===== src/design/bmff_pkg.sv =====
// Shared types and constants for the ISO-BMFF top-level box chain checker.
// Depends on nothing; every other design file refers to it by scoped names.
package bmff_pkg;

  localparam int unsigned ByteW  = 8;
  localparam int unsigned TotalW = 63;
  localparam int unsigned WordW  = 32;
  localparam int unsigned LargeW = 64;
  localparam int unsigned CountW = 4;

  localparam logic [WordW-1:0] TypeMoov = 32'h6D6F_6F76;
  localparam logic [WordW-1:0] TypeMoof = 32'h6D6F_6F66;
  localparam logic [WordW-1:0] TypeMdat = 32'h6D64_6174;

  localparam logic [CountW:0]  HdrShort = 5'd8;
  localparam logic [CountW:0]  HdrLong  = 5'd16;
  localparam logic [TotalW-1:0] TotalMax = {TotalW{1'b1}};

  typedef enum logic [2:0] {
    ErrNone        = 3'd0,
    ErrTooSmall    = 3'd1,
    ErrLargeUnread = 3'd2,
    ErrBadLarge    = 3'd3,
    ErrSizeSmall   = 3'd4,
    ErrTruncated   = 3'd5,
    ErrResidue     = 3'd6,
    ErrNoPayload   = 3'd7
  } bmff_err_e;

  typedef struct packed {
    logic              valid_res;
    bmff_err_e         error_code;
    logic [TotalW-1:0] byte_total;
  } bmff_result_t;

  function automatic logic is_payload_type(input logic [WordW-1:0] box_type);
    return (box_type == TypeMoov) || (box_type == TypeMoof) || (box_type == TypeMdat);
  endfunction

endpackage


===== src/design/bmff_walker.sv =====
// Box chain walker: per-byte header gathering, payload countdown and final verdict.
// Depends on bmff_pkg for constants, the error enum and the result struct.
module bmff_walker (
  input  logic                    clk_i,
  input  logic                    rst_ni,
  input  logic                    item_valid_i,
  input  logic [7:0]              item_byte_i,
  input  logic                    item_last_i,
  output logic                    push_o,
  output bmff_pkg::bmff_result_t  push_data_o
);

  logic [31:0] size_q, size_d;
  logic [31:0] type_q, type_d;
  logic [63:0] large_q, large_d;
  logic [3:0]  hc_q, hc_d;
  logic [62:0] payload_q, payload_d;
  logic        rte_q, rte_d;
  logic        seen_q, seen_d;
  bmff_pkg::bmff_err_e err_q, err_d;
  logic [62:0] bytes_q, bytes_d;
  logic [4:0]  hc_inc;
  bmff_pkg::bmff_err_e verdict;

  always_comb begin
    size_d    = size_q;
    type_d    = type_q;
    large_d   = large_q;
    hc_d      = hc_q;
    payload_d = payload_q;
    rte_d     = rte_q;
    seen_d    = seen_q;
    err_d     = err_q;
    bytes_d   = (bytes_q == bmff_pkg::TotalMax) ? bytes_q : bytes_q + 63'd1;
    hc_inc    = {1'b0, hc_q} + 5'd1;
    if (err_q == bmff_pkg::ErrNone && !rte_q) begin
      if (payload_q != '0) begin
        payload_d = payload_q - 63'd1;
      end else begin
        if (hc_q < 4'd4) begin
          size_d = {size_q[23:0], item_byte_i};
        end else if (hc_q < 4'd8) begin
          type_d = {type_q[23:0], item_byte_i};
        end else begin
          large_d = {large_q[55:0], item_byte_i};
        end
        hc_d = hc_inc[3:0];
        if (hc_inc == bmff_pkg::HdrShort) begin
          if (size_d == 32'd1) begin
            // A largesize follows; keep gathering.
          end else if (size_d == 32'd0) begin
            rte_d  = 1'b1;
            seen_d = seen_q | bmff_pkg::is_payload_type(type_d);
            hc_d   = '0;
          end else if (size_d < 32'd8) begin
            err_d = bmff_pkg::ErrSizeSmall;
            hc_d  = '0;
          end else begin
            payload_d = {31'd0, size_d - 32'd8};
            seen_d    = seen_q | bmff_pkg::is_payload_type(type_d);
            hc_d      = '0;
          end
        end else if (hc_inc == bmff_pkg::HdrLong) begin
          if (large_d[63] || large_d < 64'd16) begin
            err_d = bmff_pkg::ErrBadLarge;
          end else begin
            payload_d = large_d[62:0] - 63'd16;
            seen_d    = seen_q | bmff_pkg::is_payload_type(type_q);
          end
          hc_d = '0;
        end
      end
    end
  end

  // Verdict for a final byte, in priority order.
  always_comb begin
    priority if (bytes_d < 63'd8) begin
      verdict = bmff_pkg::ErrTooSmall;
    end else if (err_d != bmff_pkg::ErrNone) begin
      verdict = err_d;
    end else if (hc_d != '0 && hc_d < 4'd8) begin
      verdict = bmff_pkg::ErrResidue;
    end else if (hc_d >= 4'd8) begin
      verdict = bmff_pkg::ErrLargeUnread;
    end else if (!rte_d && payload_d != '0) begin
      verdict = bmff_pkg::ErrTruncated;
    end else if (!seen_d) begin
      verdict = bmff_pkg::ErrNoPayload;
    end else begin
      verdict = bmff_pkg::ErrNone;
    end
  end

  assign push_o                 = item_valid_i & item_last_i;
  assign push_data_o.valid_res  = (verdict == bmff_pkg::ErrNone);
  assign push_data_o.error_code = verdict;
  assign push_data_o.byte_total = bytes_d;

  always_ff @(posedge clk_i or negedge rst_ni) begin
    if (!rst_ni) begin
      size_q    <= '0;
      type_q    <= '0;
      large_q   <= '0;
      hc_q      <= '0;
      payload_q <= '0;
      rte_q     <= 1'b0;
      seen_q    <= 1'b0;
      err_q     <= bmff_pkg::ErrNone;
      bytes_q   <= '0;
    end else if (item_valid_i && item_last_i) begin
      size_q    <= '0;
      type_q    <= '0;
      large_q   <= '0;
      hc_q      <= '0;
      payload_q <= '0;
      rte_q     <= 1'b0;
      seen_q    <= 1'b0;
      err_q     <= bmff_pkg::ErrNone;
      bytes_q   <= '0;
    end else if (item_valid_i) begin
      size_q    <= size_d;
      type_q    <= type_d;
      large_q   <= large_d;
      hc_q      <= hc_d;
      payload_q <= payload_d;
      rte_q     <= rte_d;
      seen_q    <= seen_d;
      err_q     <= err_d;
      bytes_q   <= bytes_d;
    end
  end

endmodule


===== config.mk =====
export PLATFORM = sky130hd
export DESIGN_NAME = bmff_walker
export DESIGN_NICKNAME = d
export VERILOG_FILES = /design/src/design/bmff_pkg.sv /design/src/design/bmff_walker.sv
export SDC_FILE = /design/constraint.sdc
export NUM_CORES = 1
export LEC_CHECK = 0
export BUFFER_PORTS_ARGS = -buffer_cell sky130_fd_sc_hd__buf_4
export CAP_MARGIN = 0
export CORE_ASPECT_RATIO = 1.25
export CORE_UTILIZATION = 36
export CTS_BUF_LIST = sky130_fd_sc_hd__clkbuf_8
export DETAILED_ROUTE_END_ITERATION = 6
export PLACE_DENSITY_LB_ADDON = 0.2
export SLEW_MARGIN = 10
export SYNTH_ARGS = -nofsm -noshare
export SYNTH_HDL_FRONTEND = slang
export SYNTH_SLANG_ARGS = --single-unit
export TNS_END_PERCENT = 100

===== constraint.sdc =====
create_clock -name clk_i -period 13.1 [get_ports clk_i]
set_clock_uncertainty 0.05 [all_clocks]
set_input_delay 3.275 -clock clk_i [delete_from_list [all_inputs] [get_ports clk_i]]
set_output_delay 3.275 -clock clk_i [all_outputs]
set_load 0.01 [all_outputs]

[Word level (Yosys, flattened, before mapping)]
Index checks and enable logic that the tools add are counted.
Operators by class
  bitwise operators: 3
  reductions and logical operators: 21
  multiplexer cells: 76
  equality and inequality tests: 11
  $add $sub $neg: 5
  magnitude comparators: 7
Operators by type and width (number)
  two-way mux 63 bit: 13
  two-way mux 64 bit: 8
  two-way mux 32 bit: 15
  == test 32 x 31 -> 1 bit, second input constant: 6
  nonzero test 63 bit: 2
  less-than comparator 64 x 5 -> 1 bit, second input constant: 1
  adder 63 x 1 -> 63 bit, second input constant: 1
  == test 63 bit, second input constant: 1
  less-than comparator 63 x 4 -> 1 bit, second input constant: 1
  subtractor 63 x 1 -> 63 bit, second input constant: 1
  subtractor 63 x 5 -> 63 bit, second input constant: 1
  two-way mux 3 bit: 16
  == test 32 x 1 -> 1 bit, second input constant: 1
  logical NOT 32 bit: 1
  less-than comparator 32 x 4 -> 1 bit, second input constant: 1
  subtractor 32 x 4 -> 32 bit, second input constant: 1
  two-way mux 4 bit: 7
  two-way mux 1 bit: 17
  less-than comparator 4 bit, second input constant: 2
  logical NOT 3 bit: 2
  adder 4 x 1 -> 5 bit, second input constant: 1
  == test 5 x 4 -> 1 bit, second input constant: 1
  == test 5 bit, second input constant: 1
  logical OR 1 bit: 5
  other kinds (11): 17
Word-level totals
  input bits: 12
  flip-flop bits (word level): 263
  output and inout bits: 68

[Logic depth before layout (Yosys ltp)]
Gate-level depths: netlist (run 1).
  depth in word-level cells: 22
  mapped depth: 25

[Worst setup path after synthesis (run 1)]
OpenSTA, ideal clock, no wires.
  kind: input to output
  start point: in item_byte_i[6]
  end point: out push_data_o[66] in the netlist's numbering
  path slack: 3.032 ns
  path buffers: 1
  required time: 9.775 ns
  arrival: 6.743 ns
  stages: 14
  cells stage by stage: buf_2 or4b_1 a222oi_1 nand4_2 nor4_4 nand3_1 or3_1 xnor2_1 a211oi_1 nor3_2 nand3_1 nor4_2 a21o_1 nor4b_4
RTL lines
  start, declared: line bmff_walker.sv:7  | input logic [7:0] item_byte_i,
  end, declared: line bmff_walker.sv:10  | output bmff_pkg::bmff_result_t push_data_o

==> results of run 1 <==
==> layout by cell type (no fill, tap or decap), drive strengths merged, types with 27 or more instances in the layout <==
| cell type | count |
|---|---|
| nor2 | 179 |
| and3 | 33 |
| dfrtp | 263 |
| or3 | 37 |
| xor2 | 76 |
| a22o | 152 |
| or4 | 27 |
| o21ai | 147 |
| nand3 | 74 |
| buf | 114 |
| xnor2 | 83 |
| nor4 | 61 |
| inv | 53 |
| clkbuf | 65 |
| mux2i | 93 |
| nand4 | 44 |
| a21oi | 93 |
| o2bb2ai | 44 |
| nand2 | 200 |
| nor3 | 105 |
==> final cells by class <==
class / instances / area (um^2)
Fill cell: 5354 / 31400
Multi-Input combinational cell: 1814 / 12000
Sequential cell: 263 / 6590
Tap cell: 720 / 901
Clock buffer: 65 / 895
Timing Repair Buffer: 114 / 888
Clock inverter: 23 / 183
Inverter: 42 / 158
Antenna cell: 1 / 2.50
==> registers in the layout, summed over array words and instances, names as in the netlist <==
name	flops
payload_q	63
rte_q	1
err_q	3
seen_q	1
large_q	64
size_q	32
bytes_q	63
hc_q	4
type_q	32
==> power by group through the flow <==
| stage | combinational, W | clock (W) | sequential [W] |
|---|---|---|---|
| global placement | 0.00156 | 0 | 0.00104 |
| finish | 0.00160 | 0.000896 | 0.00104 |
| global route | 0.00169 | 0.000949 | 0.00104 |
| floorplan | 0.00105 | 0 | 0.000965 |
| detailed placement | 0.00155 | 0 | 0.00104 |
| CTS | 0.00155 | 0.000919 | 0.00103 |
==> worst max-delay path by stage <==
stage | depth (start not counted) | end | slack [ns] | start
3_3_place_gp | 15 | push_data_o[66] | 1.31 | item_byte_i[7]
5_1_grt | 16 | push_data_o[66] | 0.93 | item_byte_i[4]
6_report | 15 | push_data_o[66] | 1.12 | item_byte_i[7]
3_5_place_dp | 15 | push_data_o[66] | 1.24 | item_byte_i[7]
4_1_cts | 15 | push_data_o[66] | 1.24 | item_byte_i[7]
2_1_floorplan | 14 | push_data_o[66] | 3.03 | item_byte_i[6]
==> per-stage QoR <==
step                total power [W]  std cells  util [%]  setup slack, ns  cell area, um^2
detailed placement          0.00259       2953      38.7             1.24            20600
finish                      0.00353       3042      40.8             1.12            21600
global placement            0.00260       2953      38.7             1.31            20600
CTS                         0.00350       3041      40.8             1.24            21600
floorplan                   0.00202       2299         -             3.03            19500
global route                0.00368       3042      40.8            0.930            21600
==> routing by layer <==
metal	track usage (%)	part of all wire (%)
met5	0	0.014
met1	35.2	40
met3	3.97	6.2
met2	48.5	48
met4	16.0	5.6
==> kinds of logic (layout without fill, tap and decap cells) <==
group,Yosys count,in the layout
adder cells (fa/ha/maj),6,6
AO/OA/AOI/OAI,654,654
buffers and inverters,222,244
other,0,1
multiplexers,101,101
flip-flops,263,263
XOR/XNOR,159,159
AND/OR/NAND/NOR,894,894
==> worst max-delay path, stage by stage <==
cell     delay [ns]
buf_4          0.16
or3b_1         0.42
a22o_1         0.31
nor4b_1        0.67
nand4_1        0.27
nand2_1        0.60
nor3_1         0.26
nor4_1         0.51
nand3_1        0.36
nor4_2         0.36
nand4_1        0.15
nor4_2         0.71
a21o_1         0.24
nor4b_4        0.18
buf_4          0.15
==> flow_summary_export.csv, run 1 <==
group,metric,value,unit
cells_and_area,syn_to_final_growth,11.1,%
clock_network,ctsHtreeMaxLevel,2,
die,die_area,0.0550,mm^2
synth,synth_top_family_by_area,"simple AND/OR/NAND/NOR gates",
critical_path,timing.rr.end,"payload_q[57]",
critical_path,worst_ep_required_time,9.77,ns
synth,synth_compound_area_share,23.9,%
outcome,status,"complete, no violations",
critical_path,endpoint_kind,"primary output",
clock_network,clockBufferDepth,3,
power,p_switching,0.00164,W
sta,fin_hold_ws,0.454,ns
die,die_w,210,um
sta,final-max-slew-violation-count,0,
route,wire_per_inst,26.2,um
route,vias_per_cell,6.32,
critical_path,startpoint_type,"input pin",
die,io_pins,80,
power,power_frac_comb,45.3,%
critical_path,crit_fanout,16,
clock_network,numCtsBuffers,49,
power,p_seq_share,29.3,%
critical_path,r2r_slack,7.90,ns
clock_network,cts_sinks,263,
route,drt_iter0_drc,2128,
critical_path,r2r_start,"hc_q[2]",
synth,synthCells,2299,
clock_network,path_clk_slew,0.06,ns
synth,yosys_warnings,0,
sta,setup_viol,0,
min_path,min_path_type,"flop to flop",
sta,worst_pin_slew,1.29,ns
die,core_area,0.0530,mm^2
power,clkPwrFrac,25.4,%
die,rows,94,
synth,synth_ff_type,"dfrtp_1",
sta,hold_violations,0,
synth,ys_seq_elements,263,
synth,synth_most_common_cell,"dfrtp_1",
synth,ys_types,100,
sta,period_needed,11.98,ns
synth,yosysSeqAreaShare,33.8,%
critical_path,r2r_cells,11,
power,switching_share,46.4,%
placement,gp_congestion,1.02,
global_routing,grt_pass1_wl,120000,um
min_path,whs_path_depth,1,
synth,netlist.top_cell.by_area,"dfrtp_1",
global_routing,grt_max_degree,156,
die,die_h,262,um
synth,syn_area,0.0195,mm^2
synth,synth-async-reset-ratio,100,%
synth,netlist_top_cells_area,"dfrtp_1 (34%), a22o_1 (6.8%), mux2i_1 (4.8%)",
sta,max_freq,83.5,MHz
min_path,min_to,"type_q[29]",
power,powerDensity,163,mW/mm^2
route,vias,19200,
global_routing,grt_pass1_vias,18600,
route,final_antenna_net_count,0,
clock_network,post-cts-setup-buffers,0,
clock_network,ctsHoldBuffers,0,
placement,port-buffer-count,79,
sta,timing.slew.headroom,12.8,%
clock_network,cts-root-buf,"clkbuf_8",
cells_and_area,drive_above_1_share,10.7,%
synth,synthDominantCellAreaShare,33.8,%
run,cap_violations,0,
critical_path,critPathKind,"input pin to primary output",
power,internal_power,0.00189,W
cells_and_area,final_nets,2302,
clock_network,clock_latency,0.68,ns
route,wirelength,79600,um
synth,muxShareOfSynthArea,5.24,%
synth,synth_common_cells,"dfrtp_1 (263), nand2_1 (199), nor2_1 (177), a22o_1 (152), o21ai_0 (140)",
synth,synth_area_per_cell,8.47,um^2
sta,rsz0062_at_grt,"false",
route,dr.pass1.iters,6,
synth,synth_edf_count,0,
min_path,hold_start,"type_q[29]",
power,ir_drop,0.000115,V
route,drc,0,
die,initial_core_util,36.7,%
clock_network,cts_tree,"done",
synth,yosys.area_share.simple,24.8,%
sta,finalCritPeriodShare,91.5,%
placement,hpwl,57400,um
global_routing,grt.total_usage,28.6,%
sta,setup_tns,0,ns
global_routing,grt_overflow,0,
power,p_leak,9.41,nW
synth,synthXorXnorAreaFrac,7.15,%
synth,synth_adder_area_share,0.386,%
synth,syn-num-nets,2317,
critical_path,arrival,8.66,ns
global_routing,antenna_found_initial,2,
clock_network,cts_resized,0,
Note: power is estimated with default switching activity, not from simulation.
==> run 2: changes to the inputs <==
- ABC_AREA: not set -> 1
==> run 2 against run 1 <==
- clock power up 0.8%
- sequential power about the same
- setup slack better by 1.2 ns
- final area up 11%
- critical path type unchanged
- non-clock buffer count down 14
- utilization down 0.72 points
- sequential cell count unchanged
- fmax up 11%
- die area up 13%
- cell count up 44%
- power up 55%
- sequential share of layout area down 3.0 points
==> flow_summary_export.csv, run 2 <==
group,metric,value,unit
outcome,status,"complete, no violations",
cells_and_area,final-seq-area,0.00659,mm^2
sta,final-max-slew-violation-count,0,
cells_and_area,drive_above_1_share,7.14,%
sta,timing.slew.headroom,26.7,%
placement,gp_congestion,1.00,
sta,setup_tns,0,ns
global_routing,antenna_found_initial,1,
placement,port-buffer-count,79,
clock_network,cts_tree,"done",
sta,setup_viol,0,
clock_network,cts_resized,0,
synth,netlist_top_cells_area,"dfrtp_1 (30%), nand2_1 (19%), inv_1 (7.8%)",
die,initial_core_util,36.6,%
synth,synth_edf_count,0,
sta,max_freq,93.0,MHz
die,die_area,0.0620,mm^2
global_routing,grt_pass1_vias,23200,
synth,syn-num-nets,3582,
sta,period_needed,10.75,ns
route,top_layer,"met4",
cells_and_area,fillCellCount,6654,
cells_and_area,final_cell_mix,"nand2_1 (1122), inv_1 (471), nor2_1 (410)",
cells_and_area,final_nets,3593,
synth,ys_types,53,
die,die_h,278,um
global_routing,grt_overflow,0,
synth,synthDominantCellAreaShare,30.0,%
cells_and_area,regMostFlops,"large_q",
critical_path,cpPeakStageDelay,0.56,ns
die,core_area,0.0599,mm^2
cells_and_area,largest_registers,"large_q (64), bytes_q (63), payload_q (63)",
cells_and_area,multi_input_area,0.0129,mm^2
route,drc,0,
critical_path,arrival,7.43,ns
cells_and_area,largest_reg_flops,64,
die,die_w,223,um
route,wirelength,89400,um
power,ir_drop,0.000255,V
synth,yosysSeqAreaShare,30.0,%
route,vias_per_cell,5.39,
min_path,min_path_type,"flop to flop",
clock_network,numCtsBuffers,54,
route,wl_met2,42400,um
die,io_pins,80,
clock_network,path_clk_slew,0.06,ns
critical_path,crit_top_cell,"nand2_1",
sta,fin_hold_ws,0.447,ns
sta,worst_pin_slew,1.09,ns
synth,synthCells,3564,
critical_path,worst_ep_required_time,9.77,ns
sta,hold_violations,0,
power,powerDensity,228,mW/mm^2
power,p_leak,12.9,nW
critical_path,crit_fanout,60,
synth,synth_ff_type,"dfrtp_1",
synth,netlist.top_cell.by_area,"dfrtp_1",
route,routed-wl-met3,4260,um
route,vias,23600,
route,final_antenna_net_count,0,
cells_and_area,syn_to_final_growth,9.34,%
clock_network,ctsHoldBuffers,0,
clock_network,cts_sinks,263,
die,rows,100,
clock_network,cts-root-buf,"clkbuf_8",
critical_path,path_buf_inv,6,
critical_path,endpoint_kind,"primary output",
cells_and_area,layout_commonest_cell,"nand2_1",
global_routing,grt.total_usage,28.7,%
synth,synth_area_per_cell,6.16,um^2
global_routing,grt_max_degree,115,
synth,synth_most_common_cell,"nand2_1",
critical_path,critPathKind,"input pin to primary output",
clock_network,post-cts-setup-buffers,0,
critical_path,slowest_stage,"nand3_4",
critical_path,startpoint_type,"input pin",
global_routing,grt_pass1_wl,137000,um
synth,yosys_warnings,0,
run,cap_violations,0,
route,drt-met1-wl,35800,um
route,drt_iter0_drc,1898,
sta,finalCritPeriodShare,82.1,%
placement,hpwl,66000,um
clock_network,clockBufferDepth,3,
synth,synth-async-reset-ratio,100,%
clock_network,clock_latency,0.69,ns
route,wire_per_inst,20.4,um
sta,rsz0062_at_grt,"false",
synth,synth_common_cells,"nand2_1 (1126), inv_1 (454), nor2_1 (411), dfrtp_1 (263), nand3_1 (214)",
critical_path,cp_top_family,"simple AND/OR/NAND/NOR gates",
route,dr.pass1.iters,5,
synth,ys_seq_elements,263,
synth,syn_area,0.0220,mm^2
clock_network,ctsHtreeMaxLevel,2,
run 2: cell count changes in the layout (fill, tap and decap cells not counted), moves of 93 or more:
cell / change
o22ai_1: +171
nand3_1: +140
nand2_1: +924
a22o_1: -151
mux2i_1: -93
nor2_1: +237
inv_1: +420
run 2: power breakdown:
group	switching (W)	internal [W]
Sequential	0.000147	0.000912
Combinational	0.00252	0.00100
Clock	0.000426	0.000477
Total	0.00309	0.00239
run 2: metal layers:
layer  global-route usage (%)  vias to the layer above
met1                     33.4                    11000
met4                     20.2                        0
li1                         -                    11500
met3                     3.47                      248
met5                        0                        -
met2                     48.8                      800
run 2: worst paths after layout:
check,slack [ns],from,to,depth (start not counted)
max,2.35,item_byte_i[4],push_data_o[66],32
min,0.45,large_q[56],large_q[56],2
max in group asynchronous,9.11,rst_ni,bytes_q[34],2
max reg2reg,7.60,payload_q[0],large_q[58],16
min in group asynchronous,2.58,rst_ni,type_q[29],1
min reg2reg,0.45,large_q[56],large_q[56],2
run 2: logic make-up after synthesis:
| kind of cell | synth area share, % |
|---|---|
| AO/OA/AOI/OAI | 14.2 |
| XOR/XNOR | 5.70 |
| adder cells (fa/ha/maj) | 0.342 |
| buffers and inverters | 11.6 |
| flip-flops | 30.0 |
| AND/OR/NAND/NOR | 38.1 |
run 2: stage by stage:
| stage | util [%] | instance area, um^2 | setup slack, ns | std cells | power [W] |
|---|---|---|---|---|---|
| floorplan | - | 22000 | 3.84 | 3564 | 0.00357 |
| detailed placement | 38.3 | 22900 | 2.45 | 4284 | 0.00452 |
| finish | 40.1 | 24000 | 2.35 | 4381 | 0.00549 |
| global route | 40.1 | 24000 | 1.86 | 4381 | 0.00595 |
| global placement | 38.3 | 22900 | 2.52 | 4284 | 0.00455 |
| CTS | 40.1 | 24000 | 2.43 | 4379 | 0.00545 |
run 2: final cells by class:
| type | instances | share of cell area, % |
|---|---|---|
| antenna | 2 | 0.0208 |
| clock buffer | 67 | 3.84 |
| clock inverter | 28 | 0.636 |
| inverter | 469 | 7.34 |
| multi-input combinational | 2687 | 53.5 |
| sequential | 263 | 27.4 |
| tap | 765 | 3.99 |
| timing repair buffer | 100 | 3.21 |
run 2: worst min-delay path, stage by stage, from the launching register on:
cell	delay (ns)
dfrtp_1	0.34
nand3_1	0.07
nand2_1	0.05
